## src/rtl/core/tvsn_pkg.sv

```systemverilog
// Shared types, codes and constant tables of the two-voice square/noise sound generator.
// No dependencies; every other file in rtl/core except tvsn_checker imports this package.

package tvsn_pkg;

    // Configuration port
    localparam int CFG_IDX_W  = 2;
    localparam int CFG_DATA_W = 18;

    localparam logic [CFG_IDX_W-1:0] CFG_SAMPLE_RATE   = 2'd0;
    localparam logic [CFG_IDX_W-1:0] CFG_STEP_WHOLE    = 2'd1;
    localparam logic [CFG_IDX_W-1:0] CFG_STEP_FRACTION = 2'd2;

    localparam logic [17:0] SAMPLE_RATE_RESET   = 18'd44100;
    localparam logic [15:0] STEP_WHOLE_RESET    = 16'd20;
    localparam logic [17:0] STEP_FRACTION_RESET = 18'd4724;

    // Input commands
    localparam logic [1:0] CMD_SAMPLE = 2'd0;
    localparam logic [1:0] CMD_WRITE  = 2'd1;
    localparam logic [1:0] CMD_READ   = 2'd2;

    // Register window
    localparam logic [7:0] ADDR_FIRST   = 8'h0e;
    localparam logic [7:0] ADDR_LAST    = 8'h12;
    localparam logic [7:0] READ_HI_MASK = 8'hc0;

    localparam logic [2:0] REG_V0_LO = 3'd0;
    localparam logic [2:0] REG_V1_LO = 3'd1;
    localparam logic [2:0] REG_V1_HI = 3'd2;
    localparam logic [2:0] REG_CTRL  = 3'd3;
    localparam logic [2:0] REG_V0_HI = 3'd4;

    // Decoded operations passed from front to back
    localparam logic [1:0] OP_SAMPLE = 2'd0;
    localparam logic [1:0] OP_WRITE  = 2'd1;
    localparam logic [1:0] OP_READ   = 2'd2;

    typedef struct packed {
        logic [1:0] kind;
        logic       addr_ok;
        logic [2:0] idx;
        logic [7:0] data;
    } t_op;

    // Result kinds
    localparam logic KIND_SAMPLE = 1'b0;
    localparam logic KIND_READ   = 1'b1;

    // Tick counts and quotient width
    localparam int DIV_STEPS = 14;
    localparam int QIDX_W    = $clog2(DIV_STEPS);
    localparam int COUNT_W   = 11;

    typedef logic [DIV_STEPS-1:0] t_ticks;
    typedef logic [COUNT_W-1:0]   t_count;

    typedef struct packed {
        logic              busy;
        logic              qbit_valid;
        logic              qbit;
        logic [QIDX_W-1:0] qidx;
    } t_div_status;

    localparam logic [13:0] VOL_MAX = 14'h3fff;

    function automatic logic [13:0] volume_of(input logic [3:0] idx);
        return idx[3] ? VOL_MAX : {idx[2:0], 11'd0};
    endfunction

    // 1023 minus the reload value, with zero standing for 1024
    function automatic t_count period_of(input logic [9:0] reload);
        logic [9:0] p;
        p = 10'd1023 - reload;
        return (p == 10'd0) ? 11'd1024 : {1'b0, p};
    endfunction

    // Noise register as an affine map over GF(2): next = L(n) ^ ofs
    typedef struct packed {
        logic [7:0][7:0] cols;
        logic [7:0]      ofs;
    } t_affine;

    localparam int NOISE_JUMPS = DIV_STEPS;
    typedef t_affine [NOISE_JUMPS-1:0] t_jump_table;

    function automatic logic [7:0] noise_linear(input logic [7:0] n);
        return {n[6:0], n[7] ^ n[5] ^ n[4] ^ n[1]};
    endfunction

    function automatic logic [7:0] lin_apply(input logic [7:0][7:0] cols, input logic [7:0] v);
        logic [7:0] acc;
        acc = 8'd0;
        for (int j = 0; j < 8; j++) begin
            if (v[j]) acc = acc ^ cols[j];
        end
        return acc;
    endfunction

    // Entry 0 is the one-step noise map; each further entry is the previous one applied twice
    function automatic t_jump_table build_jump_table();
        t_jump_table tab;
        t_affine     cur;
        t_affine     nxt;
        for (int j = 0; j < 8; j++) begin
            cur.cols[j] = noise_linear(8'b1 << j);
        end
        cur.ofs = 8'h01;
        for (int k = 0; k < NOISE_JUMPS; k++) begin
            tab[k] = cur;
            for (int j = 0; j < 8; j++) begin
                nxt.cols[j] = lin_apply(cur.cols, cur.cols[j]);
            end
            nxt.ofs = lin_apply(cur.cols, cur.ofs) ^ cur.ofs;
            cur = nxt;
        end
        return tab;
    endfunction

    localparam t_jump_table NOISE_JUMP = build_jump_table();

    function automatic logic [7:0] noise_advance(input t_affine m, input logic [7:0] n);
        return lin_apply(m.cols, n) ^ m.ofs;
    endfunction

endpackage

```

## src/rtl/core/tvsn_front.sv

```systemverilog
// Front end: decodes incoming items into operations for the back end.
// Depends on tvsn_pkg; drops items that have no effect (unused command, write off the map).

module tvsn_front import tvsn_pkg::*; (
    input  logic       i_push,
    input  logic       i_full,
    input  logic [1:0] i_command,
    input  logic [7:0] i_reg_addr,
    input  logic [7:0] i_write_data,
    output logic       o_q_push,
    output t_op        o_q_op
);

    logic       addr_ok;
    logic [7:0] addr_off;
    logic       keep;

    assign addr_ok  = (i_reg_addr >= ADDR_FIRST) && (i_reg_addr <= ADDR_LAST);
    assign addr_off = i_reg_addr - ADDR_FIRST;

    always_comb begin
        o_q_op.addr_ok = addr_ok;
        o_q_op.idx     = addr_off[2:0];
        o_q_op.data    = i_write_data;
        unique case (i_command)
            CMD_SAMPLE: begin
                o_q_op.kind = OP_SAMPLE;
                keep        = 1'b1;
            end
            CMD_WRITE: begin
                o_q_op.kind = OP_WRITE;
                keep        = addr_ok;
            end
            CMD_READ: begin
                o_q_op.kind = OP_READ;
                keep        = 1'b1;
            end
            default: begin
                o_q_op.kind = OP_SAMPLE;
                keep        = 1'b0;
            end
        endcase
    end

    assign o_q_push = i_push && !i_full && keep;

endmodule

```

## src/rtl/core/tvsn_queue.sv

```systemverilog
// Short operation queue between front and back end.
// Depends on tvsn_pkg for the operation type.

module tvsn_queue import tvsn_pkg::*; #(
    parameter int DEPTH = 4
) (
    input  logic i_clk,
    input  logic i_rst_n,
    input  logic i_push,
    input  t_op  i_op,
    output logic o_full,
    input  logic i_pop,
    output t_op  o_op,
    output logic o_empty
);

    localparam int PTR_W = (DEPTH > 1) ? $clog2(DEPTH) : 1;
    localparam int CNT_W = $clog2(DEPTH + 1);

    t_op              r_mem [DEPTH];
    logic [PTR_W-1:0] r_wr_ptr, n_wr_ptr;
    logic [PTR_W-1:0] r_rd_ptr, n_rd_ptr;
    logic [CNT_W-1:0] r_count, n_count;
    logic             do_push, do_pop;

    assign o_full  = (r_count == CNT_W'(DEPTH));
    assign o_empty = (r_count == '0);
    assign o_op    = r_mem[r_rd_ptr];
    assign do_push = i_push && !o_full;
    assign do_pop  = i_pop && !o_empty;

    always_comb begin
        n_wr_ptr = r_wr_ptr;
        n_rd_ptr = r_rd_ptr;
        n_count  = r_count;
        if (do_push) begin
            n_wr_ptr = (r_wr_ptr == PTR_W'(DEPTH - 1)) ? '0 : r_wr_ptr + 1'b1;
        end
        if (do_pop) begin
            n_rd_ptr = (r_rd_ptr == PTR_W'(DEPTH - 1)) ? '0 : r_rd_ptr + 1'b1;
        end
        if (do_push && !do_pop) n_count = r_count + 1'b1;
        else if (do_pop && !do_push) n_count = r_count - 1'b1;
    end

    always_ff @(posedge i_clk) begin
        if (!i_rst_n) begin
            r_wr_ptr <= '0;
            r_rd_ptr <= '0;
            r_count  <= '0;
        end else begin
            r_wr_ptr <= n_wr_ptr;
            r_rd_ptr <= n_rd_ptr;
            r_count  <= n_count;
        end
    end

    always_ff @(posedge i_clk) begin
        if (do_push) r_mem[r_wr_ptr] <= i_op;
    end

endmodule

```

## src/rtl/core/tvsn_div.sv

```systemverilog
// Restoring divider, one quotient bit per cycle, MSB first.
// Depends on tvsn_pkg; each quotient bit is reported as it is found.

module tvsn_div import tvsn_pkg::*; (
    input  logic        i_clk,
    input  logic        i_rst_n,
    input  logic        i_start,
    input  t_ticks      i_dividend,
    input  t_count      i_divisor,
    output t_div_status o_status,
    output t_ticks      o_quotient,
    output t_count      o_remainder
);

    logic              r_busy, n_busy;
    logic [QIDX_W-1:0] r_idx, n_idx;
    t_ticks            r_dvd, n_dvd;
    t_ticks            r_quo, n_quo;
    t_count            r_rem, n_rem;
    t_count            r_div;
    logic [COUNT_W:0]  trial;
    logic [COUNT_W:0]  diff;
    logic              ge;

    assign trial = {r_rem, r_dvd[DIV_STEPS-1]};
    assign ge    = (trial >= {1'b0, r_div});
    assign diff  = trial - {1'b0, r_div};

    always_comb begin
        n_busy = r_busy;
        n_idx  = r_idx;
        n_dvd  = r_dvd;
        n_quo  = r_quo;
        n_rem  = r_rem;
        if (i_start) begin
            n_busy = 1'b1;
            n_idx  = QIDX_W'(DIV_STEPS - 1);
            n_dvd  = i_dividend;
            n_quo  = '0;
            n_rem  = '0;
        end else if (r_busy) begin
            n_rem = ge ? diff[COUNT_W-1:0] : trial[COUNT_W-1:0];
            n_quo = {r_quo[DIV_STEPS-2:0], ge};
            n_dvd = {r_dvd[DIV_STEPS-2:0], 1'b0};
            n_idx = r_idx - 1'b1;
            if (r_idx == '0) n_busy = 1'b0;
        end
    end

    always_ff @(posedge i_clk) begin
        if (!i_rst_n) begin
            r_busy <= 1'b0;
        end else begin
            r_busy <= n_busy;
        end
    end

    always_ff @(posedge i_clk) begin
        r_idx <= n_idx;
        r_dvd <= n_dvd;
        r_quo <= n_quo;
        r_rem <= n_rem;
        if (i_start) r_div <= i_divisor;
    end

    assign o_status.busy       = r_busy;
    assign o_status.qbit_valid = r_busy;
    assign o_status.qbit       = ge;
    assign o_status.qidx       = r_idx;
    assign o_quotient          = r_quo;
    assign o_remainder         = r_rem;

endmodule

```

## src/rtl/core/tvsn_back.sv

```systemverilog
// Back end: register file, sample position, voice counters, noise register and result register.
// Depends on tvsn_pkg and tvsn_div (two instances, one per voice).

module tvsn_back import tvsn_pkg::*; (
    input  logic                  i_clk,
    input  logic                  i_rst_n,
    input  logic                  i_cfg_we,
    input  logic [CFG_IDX_W-1:0]  i_cfg_index,
    input  logic [CFG_DATA_W-1:0] i_cfg_data,
    input  t_op                   i_q_op,
    input  logic                  i_q_empty,
    output logic                  o_q_pop,
    input  logic                  i_pop,
    output logic                  o_empty,
    output logic                  o_result_kind,
    output logic [14:0]           o_sample_value,
    output logic [7:0]            o_read_data
);

    localparam logic [2:0] S_IDLE    = 3'd0;
    localparam logic [2:0] S_FRAC    = 3'd1;
    localparam logic [2:0] S_WHOLE   = 3'd2;
    localparam logic [2:0] S_START   = 3'd3;
    localparam logic [2:0] S_DIV     = 3'd4;
    localparam logic [2:0] S_FINISH  = 3'd5;
    localparam logic [2:0] S_DELIVER = 3'd6;

    // Configuration
    logic [17:0] r_sample_rate;
    logic [15:0] r_step_whole;
    logic [17:0] r_step_fraction;

    // Register file
    logic [7:0] r_v0_lo, n_v0_lo;
    logic [7:0] r_v1_lo, n_v1_lo;
    logic [1:0] r_v1_hi, n_v1_hi;
    logic [7:0] r_ctl, n_ctl;
    logic [1:0] r_v0_hi, n_v0_hi;

    // Sound state
    logic [2:0]  r_state, n_state;
    t_count      r_count0, n_count0;
    t_count      r_count1, n_count1;
    logic        r_level0, n_level0;
    logic        r_level1, n_level1;
    logic [7:0]  r_noise, n_noise;
    logic [2:0]  r_pos_whole, n_pos_whole;
    logic [17:0] r_pos_frac, n_pos_frac;
    logic        r_carry, n_carry;
    t_ticks      r_ticks, n_ticks;
    logic        r_hit0, n_hit0;
    logic        r_hit1, n_hit1;

    // Result register
    logic        r_out_valid, n_out_valid;
    logic        r_out_kind;
    logic [14:0] r_out_sample;
    logic [7:0]  r_out_data;

    logic        load;
    logic        load_kind;
    logic [14:0] load_sample;
    logic [7:0]  load_data;
    logic        slot_free;
    logic        div_start;

    logic [13:0] vol;
    logic        en0, en1, noise_mode, digital;
    logic [14:0] digital_sum, mix_sum, mix0, mix1;
    logic [18:0] frac_sum, frac_less;
    logic        frac_carry;
    logic [16:0] whole_sum;
    t_count      period0, period1;
    logic        hit0, hit1;
    t_ticks      delay0, delay1;
    logic [7:0]  read_byte;

    t_div_status st0, st1;
    t_ticks      quo0, quo1;
    t_count      rem0, rem1;

    tvsn_div u_div0 (
        .i_clk       (i_clk),
        .i_rst_n     (i_rst_n),
        .i_start     (div_start),
        .i_dividend  (delay0),
        .i_divisor   (period0),
        .o_status    (st0),
        .o_quotient  (quo0),
        .o_remainder (rem0)
    );

    tvsn_div u_div1 (
        .i_clk       (i_clk),
        .i_rst_n     (i_rst_n),
        .i_start     (div_start),
        .i_dividend  (delay1),
        .i_divisor   (period1),
        .o_status    (st1),
        .o_quotient  (quo1),
        .o_remainder (rem1)
    );

    assign slot_free  = !r_out_valid || i_pop;
    assign vol        = volume_of(r_ctl[3:0]);
    assign en0        = r_ctl[4];
    assign en1        = |r_ctl[6:5];
    assign noise_mode = (r_ctl[6:5] == 2'b10);
    assign digital    = r_ctl[7];

    assign digital_sum = (en0 && en1) ? {vol, 1'b0} : ((en0 || en1) ? {1'b0, vol} : 15'd0);
    assign mix0        = (en0 && r_level0) ? {1'b0, vol} : 15'd0;
    assign mix1        = (en1 && (noise_mode ? !r_noise[0] : r_level1)) ? {1'b0, vol} : 15'd0;
    assign mix_sum     = mix0 + mix1;

    assign frac_sum   = {1'b0, r_pos_frac} + {1'b0, r_step_fraction};
    assign frac_carry = (frac_sum >= {1'b0, r_sample_rate});
    assign frac_less  = frac_sum - {1'b0, r_sample_rate};
    assign whole_sum  = 17'(r_pos_whole) + 17'(r_carry) + {1'b0, r_step_whole};

    assign period0 = period_of({r_v0_hi, r_v0_lo});
    assign period1 = period_of({r_v1_hi, r_v1_lo});
    assign hit0    = ({3'd0, r_count0} <= r_ticks);
    assign hit1    = ({3'd0, r_count1} <= r_ticks);
    assign delay0  = r_ticks - {3'd0, r_count0};
    assign delay1  = r_ticks - {3'd0, r_count1};

    always_comb begin
        read_byte = 8'd0;
        if (i_q_op.addr_ok) begin
            case (i_q_op.idx)
                REG_V0_LO: read_byte = r_v0_lo;
                REG_V1_LO: read_byte = r_v1_lo;
                REG_V1_HI: read_byte = {6'd0, r_v1_hi} | READ_HI_MASK;
                REG_CTRL:  read_byte = r_ctl;
                REG_V0_HI: read_byte = {6'd0, r_v0_hi};
                default:   read_byte = 8'd0;
            endcase
        end
    end

    always_comb begin
        n_state     = r_state;
        n_v0_lo     = r_v0_lo;
        n_v1_lo     = r_v1_lo;
        n_v1_hi     = r_v1_hi;
        n_ctl       = r_ctl;
        n_v0_hi     = r_v0_hi;
        n_count0    = r_count0;
        n_count1    = r_count1;
        n_level0    = r_level0;
        n_level1    = r_level1;
        n_noise     = r_noise;
        n_pos_whole = r_pos_whole;
        n_pos_frac  = r_pos_frac;
        n_carry     = r_carry;
        n_ticks     = r_ticks;
        n_hit0      = r_hit0;
        n_hit1      = r_hit1;
        o_q_pop     = 1'b0;
        div_start   = 1'b0;
        load        = 1'b0;
        load_kind   = KIND_SAMPLE;
        load_sample = 15'd0;
        load_data   = 8'd0;

        unique case (r_state)
            S_IDLE: begin
                if (!i_q_empty) begin
                    unique case (i_q_op.kind)
                        OP_WRITE: begin
                            o_q_pop = 1'b1;
                            case (i_q_op.idx)
                                REG_V0_LO: n_v0_lo = i_q_op.data;
                                REG_V1_LO: n_v1_lo = i_q_op.data;
                                REG_V1_HI: n_v1_hi = i_q_op.data[1:0];
                                REG_CTRL: begin
                                    n_ctl = i_q_op.data;
                                    // entering digital mode parks both voices high
                                    if (i_q_op.data[7]) begin
                                        n_level0 = 1'b1;
                                        n_level1 = 1'b1;
                                        n_count0 = '0;
                                        n_count1 = '0;
                                        n_noise  = 8'd0;
                                    end
                                end
                                REG_V0_HI: n_v0_hi = i_q_op.data[1:0];
                                default: ;
                            endcase
                        end
                        OP_READ: begin
                            if (slot_free) begin
                                o_q_pop   = 1'b1;
                                load      = 1'b1;
                                load_kind = KIND_READ;
                                load_data = read_byte;
                            end
                        end
                        OP_SAMPLE: begin
                            if (digital) begin
                                if (slot_free) begin
                                    o_q_pop     = 1'b1;
                                    load        = 1'b1;
                                    load_sample = digital_sum;
                                end
                            end else begin
                                o_q_pop = 1'b1;
                                n_state = S_FRAC;
                            end
                        end
                        default: o_q_pop = 1'b1;
                    endcase
                end
            end
            S_FRAC: begin
                n_pos_frac = frac_carry ? frac_less[17:0] : frac_sum[17:0];
                n_carry    = frac_carry;
                n_state    = S_WHOLE;
            end
            S_WHOLE: begin
                n_pos_whole = whole_sum[2:0];
                n_ticks     = whole_sum[16:3];
                n_state     = (whole_sum[16:3] != '0) ? S_START : S_DELIVER;
            end
            S_START: begin
                n_hit0    = hit0;
                n_hit1    = hit1;
                div_start = 1'b1;
                if (!hit0) n_count0 = r_count0 - r_ticks[COUNT_W-1:0];
                if (!hit1) n_count1 = r_count1 - r_ticks[COUNT_W-1:0];
                // the first toggle clocks the noise register once
                if (hit1) n_noise = noise_advance(NOISE_JUMP[0], r_noise);
                n_state = S_DIV;
            end
            S_DIV: begin
                // each quotient bit k set adds 2**k more noise clocks
                if (r_hit1 && st1.qbit_valid && st1.qbit) begin
                    n_noise = noise_advance(NOISE_JUMP[st1.qidx], r_noise);
                end
                if (!st0.busy) n_state = S_FINISH;
            end
            S_FINISH: begin
                if (r_hit0) begin
                    n_count0 = period0 - rem0;
                    n_level0 = r_level0 ^ ~quo0[0];
                end
                if (r_hit1) begin
                    n_count1 = period1 - rem1;
                    n_level1 = r_level1 ^ ~quo1[0];
                end
                n_state = S_DELIVER;
            end
            S_DELIVER: begin
                if (slot_free) begin
                    load        = 1'b1;
                    load_sample = mix_sum;
                    n_state     = S_IDLE;
                end
            end
            default: n_state = S_IDLE;
        endcase

        if (load) n_out_valid = 1'b1;
        else if (i_pop) n_out_valid = 1'b0;
        else n_out_valid = r_out_valid;
    end

    always_ff @(posedge i_clk) begin
        if (!i_rst_n) begin
            r_state     <= S_IDLE;
            r_v0_lo     <= 8'd0;
            r_v1_lo     <= 8'd0;
            r_v1_hi     <= 2'd0;
            r_ctl       <= 8'd0;
            r_v0_hi     <= 2'd0;
            r_count0    <= '0;
            r_count1    <= '0;
            r_level0    <= 1'b0;
            r_level1    <= 1'b0;
            r_noise     <= 8'd0;
            r_pos_whole <= 3'd0;
            r_pos_frac  <= 18'd0;
            r_out_valid <= 1'b0;
        end else begin
            r_state     <= n_state;
            r_v0_lo     <= n_v0_lo;
            r_v1_lo     <= n_v1_lo;
            r_v1_hi     <= n_v1_hi;
            r_ctl       <= n_ctl;
            r_v0_hi     <= n_v0_hi;
            r_count0    <= n_count0;
            r_count1    <= n_count1;
            r_level0    <= n_level0;
            r_level1    <= n_level1;
            r_noise     <= n_noise;
            r_pos_whole <= n_pos_whole;
            r_pos_frac  <= n_pos_frac;
            r_out_valid <= n_out_valid;
        end
    end

    always_ff @(posedge i_clk) begin
        r_carry <= n_carry;
        r_ticks <= n_ticks;
        r_hit0  <= n_hit0;
        r_hit1  <= n_hit1;
        if (load) begin
            r_out_kind   <= load_kind;
            r_out_sample <= load_sample;
            r_out_data   <= load_data;
        end
    end

    always_ff @(posedge i_clk) begin
        if (!i_rst_n) begin
            r_sample_rate   <= SAMPLE_RATE_RESET;
            r_step_whole    <= STEP_WHOLE_RESET;
            r_step_fraction <= STEP_FRACTION_RESET;
        end else if (i_cfg_we) begin
            case (i_cfg_index)
                CFG_SAMPLE_RATE:   r_sample_rate   <= i_cfg_data;
                CFG_STEP_WHOLE:    r_step_whole    <= i_cfg_data[15:0];
                CFG_STEP_FRACTION: r_step_fraction <= i_cfg_data;
                default: ;
            endcase
        end
    end

    assign o_empty        = !r_out_valid;
    assign o_result_kind  = r_out_kind;
    assign o_sample_value = r_out_sample;
    assign o_read_data    = r_out_data;

endmodule

```

## src/rtl/core/two_voice_square_noise_sound_gen.sv

```systemverilog
// Top level of the two-voice square/noise sound generator.
// Depends on tvsn_pkg, tvsn_front, tvsn_queue and tvsn_back.
//
// channel   | handshake                  | payload
// ----------+----------------------------+--------------------------------------------
// input     | push / full                | i_command, i_reg_addr, i_write_data
// result    | empty / pop                | o_result_kind, o_sample_value, o_read_data
// config    | i_cfg_we (no wait)         | i_cfg_index, i_cfg_data
//
// Writes and reads are handled in the idle state; a sample that lets at least one tick elapse
// passes through pop, fraction, whole, divider start, the divider run, finish and load; one with
// no tick goes from whole straight to load, and in digital mode a sample is loaded at pop.
// Reset is synchronous and active low; it restores the config defaults and clears the register file,
// the voice, noise and position state, the queue and the result valid flag. A waiting result stalls the
// back end at the next item that produces one; the operation queue then fills and raises full.

module two_voice_square_noise_sound_gen import tvsn_pkg::*; #(
    parameter int QUEUE_DEPTH = 4
) (
    input  logic                  i_clk,
    input  logic                  i_rst_n,
    input  logic                  i_cfg_we,
    input  logic [CFG_IDX_W-1:0]  i_cfg_index,
    input  logic [CFG_DATA_W-1:0] i_cfg_data,
    input  logic                  push,
    output logic                  full,
    input  logic [1:0]            i_command,
    input  logic [7:0]            i_reg_addr,
    input  logic [7:0]            i_write_data,
    output logic                  empty,
    input  logic                  pop,
    output logic                  o_result_kind,
    output logic [14:0]           o_sample_value,
    output logic [7:0]            o_read_data
);

    logic q_push, q_pop, q_empty;
    t_op  q_in_op, q_out_op;

    tvsn_front u_front (
        .i_push       (push),
        .i_full       (full),
        .i_command    (i_command),
        .i_reg_addr   (i_reg_addr),
        .i_write_data (i_write_data),
        .o_q_push     (q_push),
        .o_q_op       (q_in_op)
    );

    tvsn_queue #(
        .DEPTH (QUEUE_DEPTH)
    ) u_queue (
        .i_clk   (i_clk),
        .i_rst_n (i_rst_n),
        .i_push  (q_push),
        .i_op    (q_in_op),
        .o_full  (full),
        .i_pop   (q_pop),
        .o_op    (q_out_op),
        .o_empty (q_empty)
    );

    tvsn_back u_back (
        .i_clk          (i_clk),
        .i_rst_n        (i_rst_n),
        .i_cfg_we       (i_cfg_we),
        .i_cfg_index    (i_cfg_index),
        .i_cfg_data     (i_cfg_data),
        .i_q_op         (q_out_op),
        .i_q_empty      (q_empty),
        .o_q_pop        (q_pop),
        .i_pop          (pop),
        .o_empty        (empty),
        .o_result_kind  (o_result_kind),
        .o_sample_value (o_sample_value),
        .o_read_data    (o_read_data)
    );

endmodule

```

## config.mk

```make
export PLATFORM = sky130hd
export DESIGN_NAME = two_voice_square_noise_sound_gen
export DESIGN_NICKNAME = d
export VERILOG_FILES = /design/src/rtl/core/tvsn_pkg.sv /design/src/rtl/core/tvsn_front.sv /design/src/rtl/core/tvsn_queue.sv /design/src/rtl/core/tvsn_div.sv /design/src/rtl/core/tvsn_back.sv /design/src/rtl/core/two_voice_square_noise_sound_gen.sv
export SDC_FILE = /design/constraint.sdc
export NUM_CORES = 1
export LEC_CHECK = 0
export BUFFER_PORTS_ARGS = -buffer_cell sky130_fd_sc_hd__buf_2
export CORE_MARGIN = 8
export CORE_UTILIZATION = 35
export CTS_CLUSTER_SIZE = 12
export DETAILED_ROUTE_END_ITERATION = 8
export GPL_ROUTABILITY_DRIVEN = 0
export PLACE_DENSITY_LB_ADDON = 0.2
export SLEW_MARGIN = 20
export SYNTH_ARGS = -nofsm -noshare
export SYNTH_HDL_FRONTEND = slang
export SYNTH_HIERARCHICAL = 1
export SYNTH_SLANG_ARGS = --single-unit
```

## constraint.sdc

```tcl
create_clock -name i_clk -period 5.4 [get_ports i_clk]
set_input_delay 0.81 -clock i_clk [delete_from_list [all_inputs] [get_ports i_clk]]
set_output_delay 0.81 -clock i_clk [all_outputs]
set_load 0.005 [all_outputs]
```

==> flow_summary_export.csv, run 1 <==
group,metric,value,unit
power,power.internal,6.76,mW
sta,setup_tns,0,ns
sta,post-route-min-period,4.48,ns
clocking,h-tree-depth,2,
setup_path,cp.required,5.86,ns
drt,drc,0,
clocking,cts_buffers,39,
floorplan,coreArea,0.0605,mm²
floorplan,die_w,263,µm
sta,fin_crit_sh,0.830,
synth,synthCells,2307,
sta,skew,0.0385,ns
global_routing,antenna_found_initial,0,
global_routing,grt-ovfl-total,0,
placement,port_buffers,68,
setup_path,end_kind,"flop",
power,p_sw_frac,0.421,
power,vdd.ir_drop.worst,0.261,mV
drt,drtPass1Iterations,5,
clocking,cts_tree,"done",
sta,max_freq,0.223,GHz
synth,ys_warn_count,6,
clocking,hold_buffers,0,
setup_path,worstPathMaxFanout,25,
global_routing,grt_pass1_vias,16241,
sta,hold_viol,0,
final_layout,antennaDiodeCount,0,
job,max-cap-violations,0,
power,seqPwrFrac,0.287,
drt,drt_iter0_drc,1253,
clocking,ctsLongestPathBuffers,3,
clocking,clock_sinks,319,
synth,syn_avg_cell_area,9.29,µm²
setup_path,start_kind,"flop",
hold_path,hold_path.class,"reg2reg",
clocking,ctsResizeCount,0,
final_layout,drive_above_1_share,0.125,
final_layout,finish.net_count,2490,
final_layout,layout.cells.non_filler,3101,
clocking,clk_pin_slew,0.05,ns
global_routing,grt_max_degree,69,
sta,slew_headroom,0.366,
drt,wirelength,55.4,mm
synth,syn-cell-area,0.0214,mm²
drt,ant_nets,0,
drt,vias,16538,
floorplan,pin_count,69,
global_routing,grt_pass1_wl,89.0,mm
power,combPwrFrac,0.492,
sta,final-max-slew-violation-count,0,
floorplan,num_rows,90,
placement,dp.cells,3029,
global_routing,gr-usage-all-layers,0.155,
drt,wire_per_inst,17.9,µm
sta,rsz0062_at_grt,"no",
setup_path,worstPathArrival,4.94,ns
synth,syn_nets,2509,
sta,worstMarginPinSlew,0.947,ns
final_layout,area_delta_synth_final,8.77,%
clocking,insertion_delay,0.58,ns
setup_path,rrSetupSlack,0.92,ns
power,powerDensity,501,mW/mm²
outcome,status,"completed",
drt,vias_per_cell,5.33,
floorplan,dieArea,0.0694,mm²
power,power.leakage,9.10,nW
floorplan,dieHeight,263,µm
placement,hpwl,40.6,mm
floorplan,initial_core_util,0.354,
clocking,root_buffer,"clkbuf_16",
setup_path,worstSetupPathType,"reg2reg",
sta,final-setup-viol-count,0,
power,p_switching,4.92,mW
power,p_clk_frac,0.222,
clocking,post_cts_buffers,0,
state kept, by name, indices dropped and copies added (netlist names), 4 cells and up, named ones only:
name	flops
u_back/r_v0_lo	8
u_back/r_count1	11
u_back/r_noise	8
u_queue/r_mem	56
u_back/r_step_fraction	18
u_back/r_pos_frac	18
u_back/r_v1_lo	8
u_back/u_div1/o_remainder	11
u_back/u_div1/r_dvd	14
u_back/u_div0/o_remainder	11
u_back/r_count0	11
u_back/r_sample_rate	18
u_back/r_step_whole	16
u_back/u_div1/r_div	11
u_back/r_ctl	8
u_back/u_div1/r_idx	4
u_back/o_read_data	8
u_back/u_div0/r_idx	4
u_back/u_div0/r_div	11
u_back/o_sample_value	7
u_back/r_ticks	14
u_back/u_div0/r_dvd	14
layer usage:
metal  wire length (µm)  track usage
met1              26600        0.214
met2              25600        0.255
met3               2180       0.0220
met4                986       0.0375
met5                  0            0
area by class of cell:
type	count	area (µm²)
Multi-Input combinational cell	1653	12100
Timing Repair Buffer	86	475
Inverter	189	712
Fill cell	6057	37200
Tap cell	782	978
Sequential cell	319	7780
Clock inverter	22	220
Clock buffer	50	1050
placed cells by master (no fill, tap or decap), types with 51 or more instances in the layout:
master    count
nor2_1      160
ha_1        146
dfxtp_1     180
o21ai_0     103
inv_1       185
xor2_1       59
mux2i_1      57
buf_2        68
nand3_1      51
edfxtp_1    139
a21oi_1     172
xnor2_1     104
nand2_1     204
power by group through the flow:
stage               registers [mW]  logic (mW)  clock network, mW
finish                        3.35        5.74               2.59
global route                  3.40        6.38               2.77
detailed placement            3.39        5.70                  0
floorplan                     3.19        4.66                  0
CTS                           3.35        5.74               2.68
global placement              3.38        5.64                  0
worst max-delay path, cell delays in order (launching register included):
cell	delay (ns)
dfxtp_1	0.31
ha_1	0.25
fa_1	0.44
a211oi_1	0.38
o211ai_2	0.19
a21oi_2	0.32
o21bai_1	0.12
a21oi_1	0.18
xnor2_1	0.19
ha_1	0.37
nand4_1	0.15
nor2_1	0.08
o211ai_2	0.06
o21ai_1	0.15
o31ai_4	0.31
o211ai_4	0.36
and2_1	0.33
a211oi_2	0.18
metrics by stage:
stage          utilization  hold slack, ns  total power [mW]  cell area (µm²)  setup WS, ns
3_3_place_gp         0.364           0.446              9.03            22000          1.01
4_1_cts              0.385           0.424              11.8            23300         0.890
3_5_place_dp         0.364           0.453              9.09            22000         0.925
6_report             0.385           0.461              11.7            23300         0.918
5_1_grt              0.385           0.432              12.6            23300         0.560
2_1_floorplan            -           0.436              7.85            21400          1.52
final timing paths:
check,cells after the start,to,start
worst max register to register,17,u_back/r_pos_frac[16],u_back/r_step_fraction[0]
worst max-delay path,17,u_back/r_pos_frac[16],u_back/r_step_fraction[0]
worst min register to register,2,u_back/r_sample_rate[14],u_back/r_sample_rate[14]
worst min-delay path,2,u_back/r_sample_rate[14],u_back/r_sample_rate[14]
(Power assumes the default switching activity.)
==> run 2: changes to the inputs <==
==> constraint.sdc (replaced) <==
create_clock -name i_clk -period 3.8 [get_ports i_clk]
set_input_delay 0.57 -clock i_clk [delete_from_list [all_inputs] [get_ports i_clk]]
set_output_delay 0.57 -clock i_clk [all_outputs]
set_load 0.005 [all_outputs]
==> run 2 against run 1 <==
The run now ends with negative setup slack left. Sequential power rose by 42%. Combinational power rose by 52%. First-iteration DRC count fell by 20%. Design area rose by 2.1%. Worst setup slack got worse by 0.93 ns. Fmax rose by 18%. Critical path depth rose by 1. Sequential share of layout area fell by 0.67 points. Non-clock buffer count rose by 58. Global-route usage rose by 0.084 points. Final cell count rose by 1.7%. Clock power rose by 32%.
==> flow_summary_export.csv, run 2 (synthesized netlist as in run 1, its figures left out) <==
group,metric,value,unit
sta,final-setup-viol-count,2,
power,powerDensity,711,mW/mm²
clocking,clk_pin_slew,0.06,ns
global_routing,grt_pass1_vias,16461,
clocking,h-tree-depth,2,
job,max-cap-violations,0,
sta,worstMarginPinSlew,0.850,ns
drt,wl_met3,2.13,mm
floorplan,dieHeight,263,µm
power,power.internal,9.85,mW
drt,ant_nets,0,
clocking,cts_buffers,38,
sta,max_freq,0.262,GHz
final_layout,fillers,5962,
global_routing,grt-ovfl-total,0,
drt,drtPass1Iterations,6,
hold_path,hold_path.class,"in2reg",
sta,rsz0062_at_grt,"yes",
floorplan,die_w,263,µm
floorplan,dieArea,0.0694,mm²
final_layout,drive_above_1_share,0.151,
sta,slew_headroom,0.432,
final_layout,largest_reg_flops,56,
clocking,insertion_delay,0.56,ns
setup_path,worstPathMaxFanout,5,
power,p_sw_frac,0.418,
final_layout,finish.net_count,2547,
setup_path,end_kind,"flop",
sta,hold_viol,0,
sta,setup_tns,-0.0224,ns
power,vdd.ir_drop.worst,0.364,mV
power,power.leakage,9.35,nW
placement,dp.cells,3077,
clocking,root_buffer,"clkbuf_16",
final_layout,antennaDiodeCount,0,
drt,wire_per_inst,17.7,µm
power,combPwrFrac,0.516,
drt,drc,0,
drt,vias_per_cell,5.28,
floorplan,num_rows,90,
power,seqPwrFrac,0.281,
drt,dr.max_layer_used,"met4",
setup_path,worstSetupPathType,"reg2reg",
final_layout,final_core_util,0.393,
setup_path,start_kind,"flop",
final_layout,mostFrequentLayoutCells,"nand2_1 (203), inv_1 (185), dfxtp_1 (178)",
clocking,cts_tree,"done",
sta,post-route-min-period,3.81,ns
global_routing,grt_max_degree,103,
power,p_clk_frac,0.203,
drt,drt-met1-wl,27.2,mm
placement,place_ws,-0.222,ns
setup_path,crit_chain,"ha_4, fa_2, a211oi_4, o211ai_2, a21oi_2, o21bai_1, a21oi_1, xnor2_1, ha_1, nand4_1, nor2_2, o211ai_2, o21ai_2, o31ai_4, o211ai_4, buf_12, mux2_4, a21oi_2",
setup_path,worst_path_max_delay_cell,"fa_2",
final_layout,area_delta_synth_final,11.0,%
drt,wl_met2,26.0,mm
placement,hpwl,41.5,mm
drt,vias,16657,
setup_path,worstPathArrival,4.31,ns
drt,drt_iter0_drc,1005,
sta,skew,0.0402,ns
power,p_switching,7.06,mW
final_layout,final_common_cell,"nand2_1",
sta,setup_ws,-0.0116,ns
global_routing,gr-usage-all-layers,0.156,
final_layout,layout.cells.non_filler,3154,
global_routing,antenna_found_initial,0,
floorplan,pin_count,69,
outcome,status,"complete, but fails checks",
clocking,clock_sinks,319,
final_layout,top_register,"u_queue/r_mem",
global_routing,grt_pass1_wl,89.5,mm
sta,final-max-slew-violation-count,0,
setup_path,cp.required,4.29,ns
outcome,violations,"negative setup slack",
floorplan,initial_core_util,0.354,
floorplan,coreArea,0.0605,mm²
setup_path,worst_path_largest_cell_delay,0.37,ns
sta,hold_ws,0.234,ns
clocking,ctsLongestPathBuffers,3,
drt,wirelength,56.0,mm
placement,port_buffers,68,
sta,fin_crit_sh,1.00,
==> run 2: per-stage QoR <==
stage,power (mW),area [µm²]
floorplan,11.2,21400
global placement,13.2,22400
detailed placement,13.3,22400
CTS,16.9,23700
global route,18.2,23800
finish,16.9,23800
==> run 2: path summary, 6_finish.rpt <==
check / end / cells after the start / start / slack [ns]
worst max-delay path: u_back/r_pos_frac[0] / 18 / u_back/r_step_fraction[0] / -0.01
worst min-delay path: u_queue/r_mem[0][0] / 1 / i_write_data[0] / 0.23
worst max register to register: u_back/r_pos_frac[0] / 18 / u_back/r_step_fraction[0] / -0.01
worst min register to register: u_back/r_sample_rate[4] / 2 / u_back/r_sample_rate[4] / 0.46
==> run 2: final cells by class <==
class | instances | area [µm²] | area share
tap | 782 | 978 | 0.0411
sequential | 319 | 7780 | 0.327
multi-input combinational | 1653 | 12200 | 0.512
inverter | 189 | 712 | 0.0299
timing repair buffer | 144 | 977 | 0.0411
clock buffer | 54 | 1070 | 0.0450
clock inverter | 13 | 91.3 | 0.00384
==> run 2: routing by layer <==
metal,global-route usage,up-vias
li1,-,8269
met1,0.215,8047
met2,0.258,298
met3,0.0236,43
met4,0.0324,0
met5,0,-
==> run 2: what timing repair did <==
| action | CTS | global route |
|---|---|---|
| setup buffers | 6 | 2 |
| hold buffers | 0 | 0 |
| endpoints found under the setup margin | 19 | 19 |
| pin swaps | 14 | 19 |
| gates resized for setup | 11 | 9 |
| cloned | 1 | 1 |
==> run 2: critical path, delay by kind of cell (launching register included) <==
family / cells / cell delay [ns]
AO/OA/AOI/OAI: 10 / 1.67
XOR/XNOR: 1 / 0.17
adder cells (fa/ha/maj): 3 / 0.84
buffers and inverters: 1 / 0.19
flip-flops: 1 / 0.33
multiplexers: 1 / 0.30
AND/OR/NAND/NOR: 2 / 0.22
==> run 2: power by group through the flow <==
stage / Sequential [mW] / Clock (mW) / Combinational, mW
floorplan: 4.54 / 0 / 6.62
global placement: 4.79 / 0 / 8.37
detailed placement: 4.80 / 0 / 8.45
CTS: 4.74 / 3.55 / 8.65
global route: 4.82 / 3.68 / 9.66
finish: 4.75 / 3.43 / 8.73
==> run 3: changes to the inputs <==
--- a/config.mk
+++ b/config.mk
@@ -12,7 +12,6 @@
 export DETAILED_ROUTE_END_ITERATION = 8
 export GPL_ROUTABILITY_DRIVEN = 0
 export PLACE_DENSITY_LB_ADDON = 0.2
-export SLEW_MARGIN = 20
 export SYNTH_ARGS = -nofsm -noshare
 export SYNTH_HDL_FRONTEND = slang
 export SYNTH_HIERARCHICAL = 1
==> constraint.sdc (replaced) <==
create_clock -name i_clk -period 4.35 [get_ports i_clk]
set_input_delay 0.6525 -clock i_clk [delete_from_list [all_inputs] [get_ports i_clk]]
set_output_delay 0.6525 -clock i_clk [all_outputs]
set_load 0.005 [all_outputs]
==> run 3 against run 2 <==
The run now ends clean. Highest routed layer unchanged. Via count is 0.49% lower. Flip-flop and latch count stayed put. Register-to-register slack better by 0.26 ns. Design area is 1.6% lower. Non-clock buffer count is 44 lower. Core utilization is 0.62 points lower. Largest cell class unchanged. Power is 14% lower. Final cell count is 1.3% lower.
==> flow_summary_export.csv, run 3 (synthesized netlist as in run 1, its figures left out) <==
group,metric,value,unit
clocking,clock_sinks,319,
final_layout,fillers,6073,
sta,final-setup-viol-count,0,
drt,ant_nets,0,
sta,fin_crit_sh,0.942,
floorplan,dieArea,0.0694,mm²
setup_path,worstPathArrival,4.60,ns
drt,wirelength,55.5,mm
clocking,root_buffer,"clkbuf_16",
sta,final-max-slew-violation-count,0,
sta,setup_tns,0,ns
drt,drt_iter0_drc,1160,
clocking,insertion_delay,0.58,ns
global_routing,gr-usage-all-layers,0.156,
clocking,ctsLongestPathBuffers,3,
drt,vias,16575,
setup_path,start_kind,"flop",
drt,drtPass1Iterations,5,
sta,hold_viol,0,
placement,port_buffers,68,
sta,rsz0062_at_grt,"no",
floorplan,die_w,263,µm
final_layout,final_common_cell,"nand2_1",
setup_path,worstSetupPathType,"reg2reg",
floorplan,pin_count,69,
drt,wire_per_inst,17.8,µm
global_routing,grt_pass1_wl,89.8,mm
final_layout,largest_reg_flops,56,
floorplan,coreArea,0.0605,mm²
power,vdd.ir_drop.worst,0.345,mV
clocking,cts_buffers,39,
job,max-cap-violations,0,
global_routing,grt-ovfl-total,0,
setup_path,worstPathMaxFanout,4,
global_routing,antenna_found_initial,0,
power,power.leakage,9.14,nW
floorplan,initial_core_util,0.354,
drt,vias_per_cell,5.32,
global_routing,grt_max_degree,69,
final_layout,drive_above_1_share,0.129,
setup_path,end_kind,"flop",
sta,skew,0.0509,ns
global_routing,grt_pass1_vias,16438,
drt,drc,0,
floorplan,num_rows,90,
clocking,clk_pin_slew,0.06,ns
final_layout,area_delta_synth_final,9.27,%
final_layout,top_register,"u_queue/r_mem",
setup_path,rrSetupSlack,0.25,ns
clocking,hold_buffers,0,
sta,slew_headroom,0.311,
power,powerDensity,620,mW/mm²
placement,hpwl,40.8,mm
sta,max_freq,0.244,GHz
final_layout,finish.net_count,2504,
final_layout,mostFrequentLayoutCells,"nand2_1 (204), inv_1 (185), dfxtp_1 (180)",
final_layout,antennaDiodeCount,0,
hold_path,hold_path.class,"in2reg",
floorplan,dieHeight,263,µm
final_layout,register_area,0.00778,mm²
setup_path,cp.required,4.85,ns
outcome,status,"completed",
clocking,cts_tree,"done",
sta,worstMarginPinSlew,1.03,ns
clocking,h-tree-depth,2,
sta,post-route-min-period,4.10,ns
sta,hold_ws,0.293,ns
final_layout,multi_input_area,0.0121,mm²
==> run 3: cell count changes in the layout (fill, tap and decap cells not counted), moves of 3 or more <==
cell,delta
a21oi_1,+3
a21oi_2,-3
buf_4,-42
clkbuf_1,+5
clkbuf_8,-3
==> run 3: metrics by stage <==
stage | instance area [µm²] | power (mW) | utilization | worst slack, ns | cells
final | 23400 | 14.5 | 0.387 | 0.251 | 3113
after global routing | 23400 | 15.6 | 0.387 | 0.0126 | 3113
after CTS | 23400 | 14.6 | 0.386 | 0.126 | 3111
after detailed placement | 22100 | 11.3 | 0.366 | 0.133 | 3041
after global placement | 22100 | 11.3 | 0.366 | 0.171 | 3041
after floorplan | 21400 | 9.75 | - | 0.467 | 2307
==> run 3: path summary, 6_finish.rpt <==
path / start / to / cells past startpoint
worst min-delay path: i_write_data[2] / u_queue/r_mem[1][2] / 1
worst max register to register: u_back/r_step_fraction[0] / u_back/r_pos_frac[0] / 18
worst min register to register: u_back/r_sample_rate[3] / u_back/r_sample_rate[3] / 2
worst max-delay path: u_back/r_step_fraction[0] / u_back/r_pos_frac[0] / 18
==> run 3: per-layer routing <==
| layer | global-route usage | wire [µm] | up-vias | part of all wire |
|---|---|---|---|---|
| met4 | 0.0408 | 1100 | 0 | 0.020 |
| li1 | - | - | 8196 | - |
| met1 | 0.213 | 26800 | 8009 | 0.48 |
| met3 | 0.0222 | 2260 | 65 | 0.041 |
| met2 | 0.256 | 25400 | 305 | 0.46 |
| met5 | 0 | 0 | - | 0 |
==> run 3: area by class of cell <==
type                            count  share of cell area
Inverter                          189              0.0304
Tap cell                          782              0.0418
Multi-Input combinational cell   1653               0.517
Clock inverter                     13             0.00620
Clock buffer                       57              0.0459
Timing Repair Buffer              100              0.0260
Sequential cell                   319               0.332
==> run 3: worst max-delay path: stages, from the launching register on <==
cell and delay (ns):
dfxtp_1 0.32, ha_1 0.24, fa_1 0.44, a211oi_2 0.24, buf_4 0.14, o211ai_2 0.15, a21oi_4 0.25, o311ai_0 0.15
a211oi_1 0.27, a21oi_1 0.12, ha_1 0.36, a21oi_1 0.10, buf_4 0.15, a21oi_1 0.21, o31ai_4 0.12, o211ai_4 0.14
buf_4 0.20, mux2_4 0.31, a21oi_2 0.13
==> run 3: what timing repair did <==
action                                  4_1_cts  5_1_grt
buffers inserted                              0        2
endpoints found under the hold margin         0        0
endpoints found under the setup margin        0       17
gates resized for setup                       0        6
==> run 3: power by group <==
part	internal, mW	total [mW]	switching (mW)
clock	1.80	3.13	1.34
combinational	3.00	7.19	4.19
sequential	3.63	4.17	0.539
total	8.43	14.5	6.07
